==> src/rtl/core/escape_time_fractal_iterator_core_assert.svh <==
// Assertion macros for the escape-time fractal iterator core.
`ifndef ESCAPE_TIME_FRACTAL_ITERATOR_CORE_ASSERT_SVH
`define ESCAPE_TIME_FRACTAL_ITERATOR_CORE_ASSERT_SVH
`ifndef NO_ASSERTIONS
`define ETF_ASSERT_SAME(label, ante, cons) \
	label: assert property (@(posedge clk) disable iff (!arst_n) (ante) |-> (cons)) \
		else $error("etf same-cycle check failed");
`define ETF_ASSERT_NEXT(label, ante, cons) \
	label: assert property (@(posedge clk) disable iff (!arst_n) (ante) |=> (cons)) \
		else $error("etf next-cycle check failed");
`else
`define ETF_ASSERT_SAME(label, ante, cons)
`define ETF_ASSERT_NEXT(label, ante, cons)
`endif
`endif

==> src/rtl/core/etf_pkg.sv <==
// Types, constants and fixed-point helpers for the escape-time fractal iterator.
package etf_pkg;

	localparam int COORD_WIDTH   = 32;
	localparam int FRACTION_BITS = 28;
	localparam int COUNT_WIDTH   = 16;
	localparam int EXP_WIDTH     = 3;
	localparam int CFG_IDX_WIDTH = 3;

	typedef logic signed [COORD_WIDTH-1:0]   coord_t;
	typedef logic signed [2*COORD_WIDTH-1:0] prod_t;
	typedef logic [COUNT_WIDTH-1:0]          count_t;
	typedef logic [EXP_WIDTH-1:0]            exp_t;
	typedef logic [CFG_IDX_WIDTH-1:0]        cfg_idx_t;

	localparam cfg_idx_t REG_FRACTAL_MODE   = 3'd0;
	localparam cfg_idx_t REG_POWER_EXPONENT = 3'd1;
	localparam cfg_idx_t REG_MAX_ITERATIONS = 3'd2;
	localparam cfg_idx_t REG_JULIA_REAL     = 3'd3;
	localparam cfg_idx_t REG_JULIA_IMAG     = 3'd4;

	localparam exp_t   EXP_MIN      = 3'd2;
	localparam exp_t   EXP_MAX      = 3'd6;
	localparam exp_t   EXP_RESET    = 3'd2;
	localparam count_t ITER_RESET   = 16'd1000;

	localparam coord_t FX_MAX  = {1'b0, {(COORD_WIDTH-1){1'b1}}};
	localparam coord_t FX_MIN  = {1'b1, {(COORD_WIDTH-1){1'b0}}};
	localparam coord_t FX_FOUR = coord_t'(3'd4) << FRACTION_BITS;

	// exact product -> truncate magnitude toward zero -> saturate
	function automatic coord_t fx_scale(prod_t p);
		prod_t  sh;
		coord_t r;
		sh = p >>> FRACTION_BITS;
		if (p[2*COORD_WIDTH-1] && (p[FRACTION_BITS-1:0] != '0)) begin
			sh = sh + prod_t'(1);
		end
		if (sh > prod_t'(FX_MAX)) begin
			r = FX_MAX;
		end else if (sh < prod_t'(FX_MIN)) begin
			r = FX_MIN;
		end else begin
			r = sh[COORD_WIDTH-1:0];
		end
		return r;
	endfunction

	function automatic coord_t fx_addsub(coord_t a, coord_t b, logic sub);
		logic [COORD_WIDTH:0] s;
		coord_t               r;
		if (sub) begin
			s = {a[COORD_WIDTH-1], a} - {b[COORD_WIDTH-1], b};
		end else begin
			s = {a[COORD_WIDTH-1], a} + {b[COORD_WIDTH-1], b};
		end
		if (s[COORD_WIDTH] != s[COORD_WIDTH-1]) begin
			r = s[COORD_WIDTH] ? FX_MIN : FX_MAX;
		end else begin
			r = s[COORD_WIDTH-1:0];
		end
		return r;
	endfunction

endpackage

==> src/rtl/core/escape_time_fractal_iterator_core.sv <==
// Escape-time fractal iterator core: one shared multiplier and saturating adder under a sequencer.
// Per iteration: |z|^2, then n-1 complex multiplies, then + c.
// A point ends on escape after k iterations or when k reaches the limit;
// n = exponent (2 in Julia mode).
// One point at a time; busy stays high until the result strobe, the next start is taken then.
// Result is shown for one cycle with done; the receiver cannot stall.
// arst_n clears control state and loads register defaults (Mandelbrot, n=2, limit 1000).
module escape_time_fractal_iterator_core (
	input  logic                       clk,
	input  logic                       arst_n,
	input  logic                       start,
	output logic                       busy,
	input  etf_pkg::coord_t            point_real,
	input  etf_pkg::coord_t            point_imag,
	input  logic                       cfg_valid,
	output logic                       cfg_ready,
	input  etf_pkg::cfg_idx_t          cfg_index,
	input  logic [etf_pkg::COORD_WIDTH-1:0] cfg_data,
	output logic                       done,
	output etf_pkg::count_t            iteration_count,
	output logic                       inside_set
);

	typedef enum logic [1:0] {
		ST_IDLE,
		ST_MAG,
		ST_CMUL,
		ST_ADD
	} state_t;

	state_t            state_q;
	logic [2:0]        step_q;
	etf_pkg::exp_t     n_q;
	etf_pkg::exp_t     e_q;
	etf_pkg::count_t   cnt_q;
	etf_pkg::coord_t   zr_q, zi_q, wr_q, wi_q, cr_q, ci_q, t_q, re_q;
	etf_pkg::prod_t    prod_q;

	logic              mode_q;
	etf_pkg::exp_t     exp_q;
	etf_pkg::count_t   max_q;
	etf_pkg::coord_t   jr_q, ji_q;

	etf_pkg::coord_t   mul_a, mul_b, add_a, add_b, fx_prod, sum;
	logic              add_sub;
	etf_pkg::exp_t     n_eff;

	assign busy      = (state_q != ST_IDLE);
	assign cfg_ready = 1'b1;

	// configuration registers
	always_ff @(posedge clk or negedge arst_n) begin
		if (!arst_n) begin
			mode_q <= 1'b0;
			exp_q  <= etf_pkg::EXP_RESET;
			max_q  <= etf_pkg::ITER_RESET;
			jr_q   <= '0;
			ji_q   <= '0;
		end else if (cfg_valid && cfg_ready) begin
			unique case (cfg_index)
				etf_pkg::REG_FRACTAL_MODE:   mode_q <= cfg_data[0];
				etf_pkg::REG_POWER_EXPONENT: exp_q  <= cfg_data[etf_pkg::EXP_WIDTH-1:0];
				etf_pkg::REG_MAX_ITERATIONS: max_q  <= cfg_data[etf_pkg::COUNT_WIDTH-1:0];
				etf_pkg::REG_JULIA_REAL:     jr_q   <= cfg_data;
				etf_pkg::REG_JULIA_IMAG:     ji_q   <= cfg_data;
				default: ;
			endcase
		end
	end

	always_comb begin
		if (mode_q) begin
			n_eff = etf_pkg::EXP_MIN;
		end else if (exp_q < etf_pkg::EXP_MIN) begin
			n_eff = etf_pkg::EXP_MIN;
		end else if (exp_q > etf_pkg::EXP_MAX) begin
			n_eff = etf_pkg::EXP_MAX;
		end else begin
			n_eff = exp_q;
		end
	end

	// operand select for the shared multiplier and adder
	always_comb begin
		mul_a   = zr_q;
		mul_b   = zr_q;
		add_a   = t_q;
		add_b   = fx_prod;
		add_sub = 1'b0;
		unique case (state_q)
			ST_MAG: begin
				if (step_q[0]) begin
					mul_a = zi_q;
					mul_b = zi_q;
				end
			end
			ST_CMUL: begin
				case (step_q)
					3'd0: begin
						mul_a = wr_q;
						mul_b = zr_q;
					end
					3'd1: begin
						mul_a = wi_q;
						mul_b = zi_q;
					end
					3'd2: begin
						mul_a   = wr_q;
						mul_b   = zi_q;
						add_sub = 1'b1;
					end
					3'd3: begin
						mul_a = wi_q;
						mul_b = zr_q;
					end
					default: ;
				endcase
			end
			ST_ADD: begin
				add_a = step_q[0] ? wi_q : wr_q;
				add_b = step_q[0] ? ci_q : cr_q;
			end
			default: ;
		endcase
	end

	always_ff @(posedge clk) begin
		prod_q <= etf_pkg::prod_t'(mul_a) * etf_pkg::prod_t'(mul_b);
	end

	assign fx_prod = etf_pkg::fx_scale(prod_q);
	assign sum     = etf_pkg::fx_addsub(add_a, add_b, add_sub);

	always_ff @(posedge clk or negedge arst_n) begin
		if (!arst_n) begin
			state_q         <= ST_IDLE;
			step_q          <= '0;
			n_q             <= etf_pkg::EXP_MIN;
			e_q             <= '0;
			cnt_q           <= '0;
			zr_q            <= '0;
			zi_q            <= '0;
			wr_q            <= '0;
			wi_q            <= '0;
			cr_q            <= '0;
			ci_q            <= '0;
			t_q             <= '0;
			re_q            <= '0;
			done            <= 1'b0;
			iteration_count <= '0;
			inside_set      <= 1'b0;
		end else begin
			done <= 1'b0;
			unique case (state_q)
				ST_IDLE: begin
					if (start) begin
						state_q <= ST_MAG;
						step_q  <= '0;
						cnt_q   <= '0;
						n_q     <= n_eff;
						if (mode_q) begin
							zr_q <= point_real;
							zi_q <= point_imag;
							cr_q <= jr_q;
							ci_q <= ji_q;
						end else begin
							zr_q <= '0;
							zi_q <= '0;
							cr_q <= point_real;
							ci_q <= point_imag;
						end
					end
				end
				ST_MAG: begin
					case (step_q)
						3'd0: begin
							if (cnt_q == max_q) begin
								state_q         <= ST_IDLE;
								done            <= 1'b1;
								iteration_count <= cnt_q;
								inside_set      <= 1'b1;
							end else begin
								step_q <= 3'd1;
							end
						end
						3'd1: begin
							t_q    <= fx_prod;
							step_q <= 3'd2;
						end
						default: begin
							if (sum > etf_pkg::FX_FOUR) begin
								state_q         <= ST_IDLE;
								done            <= 1'b1;
								iteration_count <= cnt_q;
								inside_set      <= 1'b0;
							end else begin
								state_q <= ST_CMUL;
								step_q  <= '0;
								e_q     <= etf_pkg::exp_t'(1);
								wr_q    <= zr_q;
								wi_q    <= zi_q;
							end
						end
					endcase
				end
				ST_CMUL: begin
					case (step_q)
						3'd0: step_q <= 3'd1;
						3'd1: begin
							t_q    <= fx_prod;
							step_q <= 3'd2;
						end
						3'd2: begin
							re_q   <= sum;
							step_q <= 3'd3;
						end
						3'd3: begin
							t_q    <= fx_prod;
							step_q <= 3'd4;
						end
						default: begin
							wr_q   <= re_q;
							wi_q   <= sum;
							step_q <= '0;
							if (e_q == n_q - etf_pkg::exp_t'(1)) begin
								state_q <= ST_ADD;
							end else begin
								e_q <= e_q + etf_pkg::exp_t'(1);
							end
						end
					endcase
				end
				ST_ADD: begin
					if (step_q[0]) begin
						zi_q    <= sum;
						cnt_q   <= cnt_q + etf_pkg::count_t'(1);
						state_q <= ST_MAG;
						step_q  <= '0;
					end else begin
						zr_q   <= sum;
						step_q <= 3'd1;
					end
				end
				default: state_q <= ST_IDLE;
			endcase
		end
	end

`include "escape_time_fractal_iterator_core_assert.svh"

	`ETF_ASSERT_SAME(a_inside_at_limit, done && inside_set, iteration_count == max_q)
	`ETF_ASSERT_SAME(a_count_bounded, busy, cnt_q <= max_q)
	`ETF_ASSERT_NEXT(a_start_goes_busy, start && !busy, busy)
	`ETF_ASSERT_SAME(a_done_when_idle, done, !busy)

endmodule
==> config.mk <==
export PLATFORM = sky130hd
export DESIGN_NAME = escape_time_fractal_iterator_core
export DESIGN_NICKNAME = d
export VERILOG_FILES = /design/src/rtl/core/etf_pkg.sv /design/src/rtl/core/escape_time_fractal_iterator_core.sv
export VERILOG_INCLUDE_DIRS = /design/src /design/src/rtl/core
export SDC_FILE = /design/constraint.sdc
export NUM_CORES = 2
export LEC_CHECK = 0
export BUFFER_PORTS_ARGS = -buffer_cell sky130_fd_sc_hd__buf_2
export CORE_ASPECT_RATIO = 0.9
export CORE_UTILIZATION = 42
export CTS_CLUSTER_SIZE = 28
export DETAILED_ROUTE_END_ITERATION = 10
export GPL_ROUTABILITY_DRIVEN = 0
export PLACE_DENSITY = 0.61
export SYNTH_ARGS = -nofsm -noshare
export SYNTH_HDL_FRONTEND = slang
export SYNTH_SLANG_ARGS = --single-unit
==> constraint.sdc <==
create_clock -name clk -period 15.9 [get_ports clk]
set_input_delay 2.385 -clock clk [delete_from_list [all_inputs] [get_ports clk]]
set_output_delay 2.385 -clock clk [all_outputs]
set_load 0.02 [all_outputs]
# Yosys cells after proc, flatten, opt, wreduce, memory -nomap -nowiden
# Cells that the tools add are included.
# classes
add_sub_neg	6
n_mul	1
n_div	0
n_lt_le_gt_ge	5
eq_ne	28
n_shift	0
mux	74
bitwise	1
reduce_logical	29
# ops
operator	n
$mux 32	26
$pmux 32 s2	8
$gt 64x32->1 const B	1
$lt 64x32->1 const B	1
$mul 32x32->64	1
$mux 16	4
$mux 64	1
$pmux 16 s2	2
$add 36x2->37 const B	1
$add 32x32->33	1
$mux 33	1
$sub 32x32->33	1
$gt 32x32->1 const B	1
$mux 3	10
$reduce_bool 28->1	1
$ne 2x2->1 const B	12
$pmux 3 s4	2
$add 16x1->16 const B	1
$eq 16x16->1	1
$reduce_and 2->1	7
$eq 3x2->1 const B	4
$mux 2	6
$pmux 3 s2	2
$reduce_and 3->1	4
26 further kinds	45
# totals
reg_bits	449
latchBits	0
mem_bits_rw	0
rom_bits	0
input_bits	103
output_inout_bits	20
n_memories	0

# Longest topological paths before layout
# logic_depth
depth_word	15
ltp_mapped	45
depth_no_buf	40

# Least setup slack after synthesis
# No wires, ideal clock.
# synth_timing
path_type	reg-to-reg
from	register step_q[0]
to	register prod_q[61]
setup_time_ps	72
t_arrival_ps	11108
t_required_ps	15828
slack_ps	4719
stages_incl_launch_ff	43
n_path_buf	8
synth_period_minus_slack_ps	11181
cell_sequence	dfrtp_1 clkbuf_1 buf_1 clkbuf_1 clkbuf_1 clkbuf_1 buf_1 mux2i_1 o21a_1 nand2_1 a21oi_1 a21oi_1 clkbuf_1 buf_1 nand2_1 fa_1 fa_1 fa_1 (+7 left out) inv_1 fa_1 inv_1 ha_1 a21o_1 a21o_1 a21o_1 a21o_1 a211oi_1 o21ai_0 a311oi_1 o21a_1 o21ai_0 a21o_1 a21oi_1 o21bai_1 a221oi_1 xnor2_1
# synth_between
elab_chain_cells	5
# synth_lines
item	line_no	text
from (decl)	escape_time_fractal_iterator_core.sv:32	logic [2:0] step_q;
from (signal assigned)	escape_time_fractal_iterator_core.sv:137	step_q <= '0;
from (signal assigned)	escape_time_fractal_iterator_core.sv:158	step_q <= '0;
from (signal assigned)	escape_time_fractal_iterator_core.sv:183	step_q <= 3'd1;
$eq 3x2->1, or another cell as far along	escape_time_fractal_iterator_core.sv:98	case (step_q)
$reduce_or 2->1 (no line)	-	
$pmux 32 s2 / $mux 32 (equally long branches)	escape_time_fractal_iterator_core.sv:98	
$pmux 32 s2	escape_time_fractal_iterator_core.sv:90	unique case (state_q)
$mul 32x32->64 (*)	escape_time_fractal_iterator_core.sv:128	prod_q <= etf_pkg::prod_t'(mul_a) * etf_pkg::prod_t'(mul_b);
to (signal assigned)	escape_time_fractal_iterator_core.sv:128	
to (decl)	escape_time_fractal_iterator_core.sv:37	etf_pkg::prod_t prod_q;
# Every way passes the cells marked *; elsewhere a longest branch is shown, timed or not.
# A chain may end at the register's enable or synchronous reset.

# Worst setup path after layout
# layout_timing
from	register state_q[1]
to	register prod_q[63]
# layout_between
elab_chain_cells	3
# layout_lines
item	line_no	text
from (decl)	escape_time_fractal_iterator_core.sv:31	state_t state_q;
from (signal assigned)	escape_time_fractal_iterator_core.sv:136	state_q <= ST_IDLE;
from (signal assigned)	escape_time_fractal_iterator_core.sv:157	state_q <= ST_MAG;
from (signal assigned)	escape_time_fractal_iterator_core.sv:178	state_q <= ST_IDLE;
$eq 2x2->1 / $eq 2x1->1 (equally long branches)	escape_time_fractal_iterator_core.sv:90	
$pmux 32 s2	escape_time_fractal_iterator_core.sv:90	
$mul 32x32->64 (*)	escape_time_fractal_iterator_core.sv:128	
# Marked as above.

==> out/metrics.yaml <==
logic_synthesis:
  synth_cells: 6875
  synth.area.top_cells: "fa_1, dfrtp_1, inv_1"
  synth-seq-cells: 449
  synth_area_leader_cell: "fa_1"
  netlist.area_leader.share: 0.350
  ys_seq_area_frac: 0.176
  syn_nets: 8289
  synth_cell_types: 95
  synthArstFlopShare: 0.857
  yosysWarnings: 0
  synth_edf_count: 0
  syn_area_sq_um: 61900
  ys.flop_type: "dfrtp_1"
  synth.avg_cell_area_sq_um: 9.01
route:
  drt_wl_total_um: 204000
  vias_per_cell: 5.58
  wl_per_cell_um: 23.3
  drcViolationCount: 0
  num_vias: 49000
  final_antenna_net_count: 0
  dr.first_iter.drc_count: 5082
  dr.pass1.iters: 7
clock_network:
  clkSlewWorstSetupHoldPaths_ns: 0.07
  htree_levels: 2
  tritoncts: "built"
  clock-sinks: 449
  cts_buffers: 46
  root_buffer: "clkbuf_16"
  hold_buffers: 0
  postCtsSetupBuffers: 0
  cts_resized: 0
  clock_latency_ns: 0.62
  clockBufferDepth: 3
setup_path:
  path_max_fanout: 31
  cpMaxStageDelayCell: "a311oi_2"
  cp.required_ns: 16.44
  critPathArrivalTime_ns: 12.77
  timing.rr.start: "state_q[1]"
  reg2reg_depth: 38
  crit_top_cell: "fa_1"
  cp_slowest_stage_delay_ns: 0.86
  rrSetupSlack_ns: 3.67
  crit_path_end_kind: "flip-flop"
  worst_setup_path_start_kind: "flip-flop"
  r2r-end: "prod_q[63]"
  worstSetupPathType: "flip-flop to flip-flop"
min_path:
  hp-class: "flip-flop to flip-flop"
  min_path_cells: 2
  hold_end: "re_q[7]"
  min_from: "re_q[7]"
layout:
  syn_to_final_growth_pct: 7.09
  final_layout_size_suffix_gt1_frac: 0.0974
  instances_no_fill: 8781
  nets: 8195
grt:
  grt_pass1_wl_um: 314000
  grt-ovfl-total: 0
  antenna_found_initial: 19
  track_usage: 0.279
  first_global_vias: 49400
  grt_max_degree: 118
placement:
  hpwl_um: 160000
  dp.cells: 8690
  port_buffers: 121
floorplanning:
  die_w_um: 407
  rows: 133
  initial_utilization: 0.424
  ios: 123
  die_h_um: 366
  core_sq_um: 146000
  dieArea_sq_um: 149000
timing:
  hold_slack_ns: 0.465
  finalHoldViolations: 0
  post-route-period-util: 0.769
  rsz0062_at_grt: "no"
  post-route-min-period_ns: 12.23
  slew_headroom: 0.0529
  worst_pin_slew_ns: 1.42
  finalSetupViolCount: 0
  fin_worst_skew_ns: 0.0269
  final.setup.tns_ns: 0
  fmax_mhz: 81.8
  slew_viol_final: 0
job:
  cap_violations: 0
status:
  status: "completed"
layer usage:
metal	up-vias	GRT usage	part of all wire
li1	21200	-	-
met1	25200	0.413	0.44
met2	2260	0.404	0.43
met3	343	0.0614	0.10
met4	12	0.0875	0.035
met5	-	0	0.00039
critical path, delay by kind of cell, from the launching register on:
kind	cells	cell delay [ns]
flops	1	0.46
compound gates	16	5.14
xor+xnor	1	0.13
simple gates	2	0.21
fa+ha+maj	10	4.72
buf+inv	9	1.46
metrics by stage:
stage	util	worst slack [ns]	instance area [sq um]
global route	0.454	3.08	66300
detailed placement	0.443	3.92	64800
global placement	0.443	3.98	64800
finish	0.454	3.67	66300
floorplan	-	4.72	61900
CTS	0.454	3.81	66300
worst max-delay path by stage:
stage / from / to / slack (ns)
floorplan: step_q[0] / prod_q[61] / 4.72
global placement: state_q[1] / prod_q[63] / 3.98
detailed placement: state_q[1] / prod_q[63] / 3.92
CTS: state_q[1] / prod_q[63] / 3.81
global route: state_q[1] / prod_q[63] / 3.08
finish: state_q[1] / prod_q[63] / 3.67
placed cells by master, fill, tap and decap left out, drive strengths merged, types with 13 or more instances in the layout:
cell / instances
xor2: 87
nand4: 24
buf: 232
and2: 57
nand3: 52
xnor2: 103
mux2: 235
a211oi: 17
mux2i: 161
clkinv: 13
inv: 1188
clkbuf: 69
fa: 1083
nand2: 1122
nand2b: 35
o21a: 52
o211ai: 29
a21o: 83
dfxtp: 64
nor2b: 87
a21oi: 236
nor4: 25
and3: 26
o21ai: 300
o31ai: 18
nor2: 505
ha: 228
nor3: 34
dfrtp: 377
a31oi: 106
kinds of logic (layout without fill, tap and decap cells):
| group | Yosys count | after routing | share of synthesized area |
|---|---|---|---|
| DFF | 449 | 449 | 0.176 |
| muxes | 396 | 396 | 0.0708 |
| xor gates and xnor gates | 190 | 190 | 0.0269 |
| other | 1 | 8 | 0.0000606 |
| and+or+nand+nor | 2021 | 2021 | 0.139 |
| buffers and inverters | 1563 | 1505 | 0.0961 |
| AOI/OAI and AO/OA | 944 | 944 | 0.0945 |
| adders and majority gates | 1311 | 1311 | 0.396 |
cells in the mapped netlist, types with 105 or more instances:
cell and count:
inv_1 1187, nand2_1 1120, fa_1 1083, nor2_1 504, dfrtp_1 377, clkbuf_1 327
o21ai_0 298, a21oi_1 233, ha_1 228, mux2_2 201, mux2i_1 161, a31oi_1 105
state kept, by name, indices dropped and copies added (netlist names), 3 cells and up:
signal,count
iteration_count,16
zi_q,32
e_q,3
zr_q,32
wr_q,32
ji_q,32
wi_q,32
cr_q,32
ci_q,32
n_q,3
prod_q,64
exp_q,3
jr_q,32
t_q,32
re_q,32
step_q,3
max_q,16
cnt_q,16
cell type report:
type,count,area (sq um)
antenna,7,17.5
clock buffer,69,1350
clock inverter,15,188
fill,14200,79800
inverter,1189,4460
multi-input combinational,4863,45400
sequential,449,10900
tap,1957,2450
timing repair buffer,232,1460
Power is left out: the tool's default activity adds up to more than one toggle a clock period on the data nets, which glitch-free logic cannot reach.
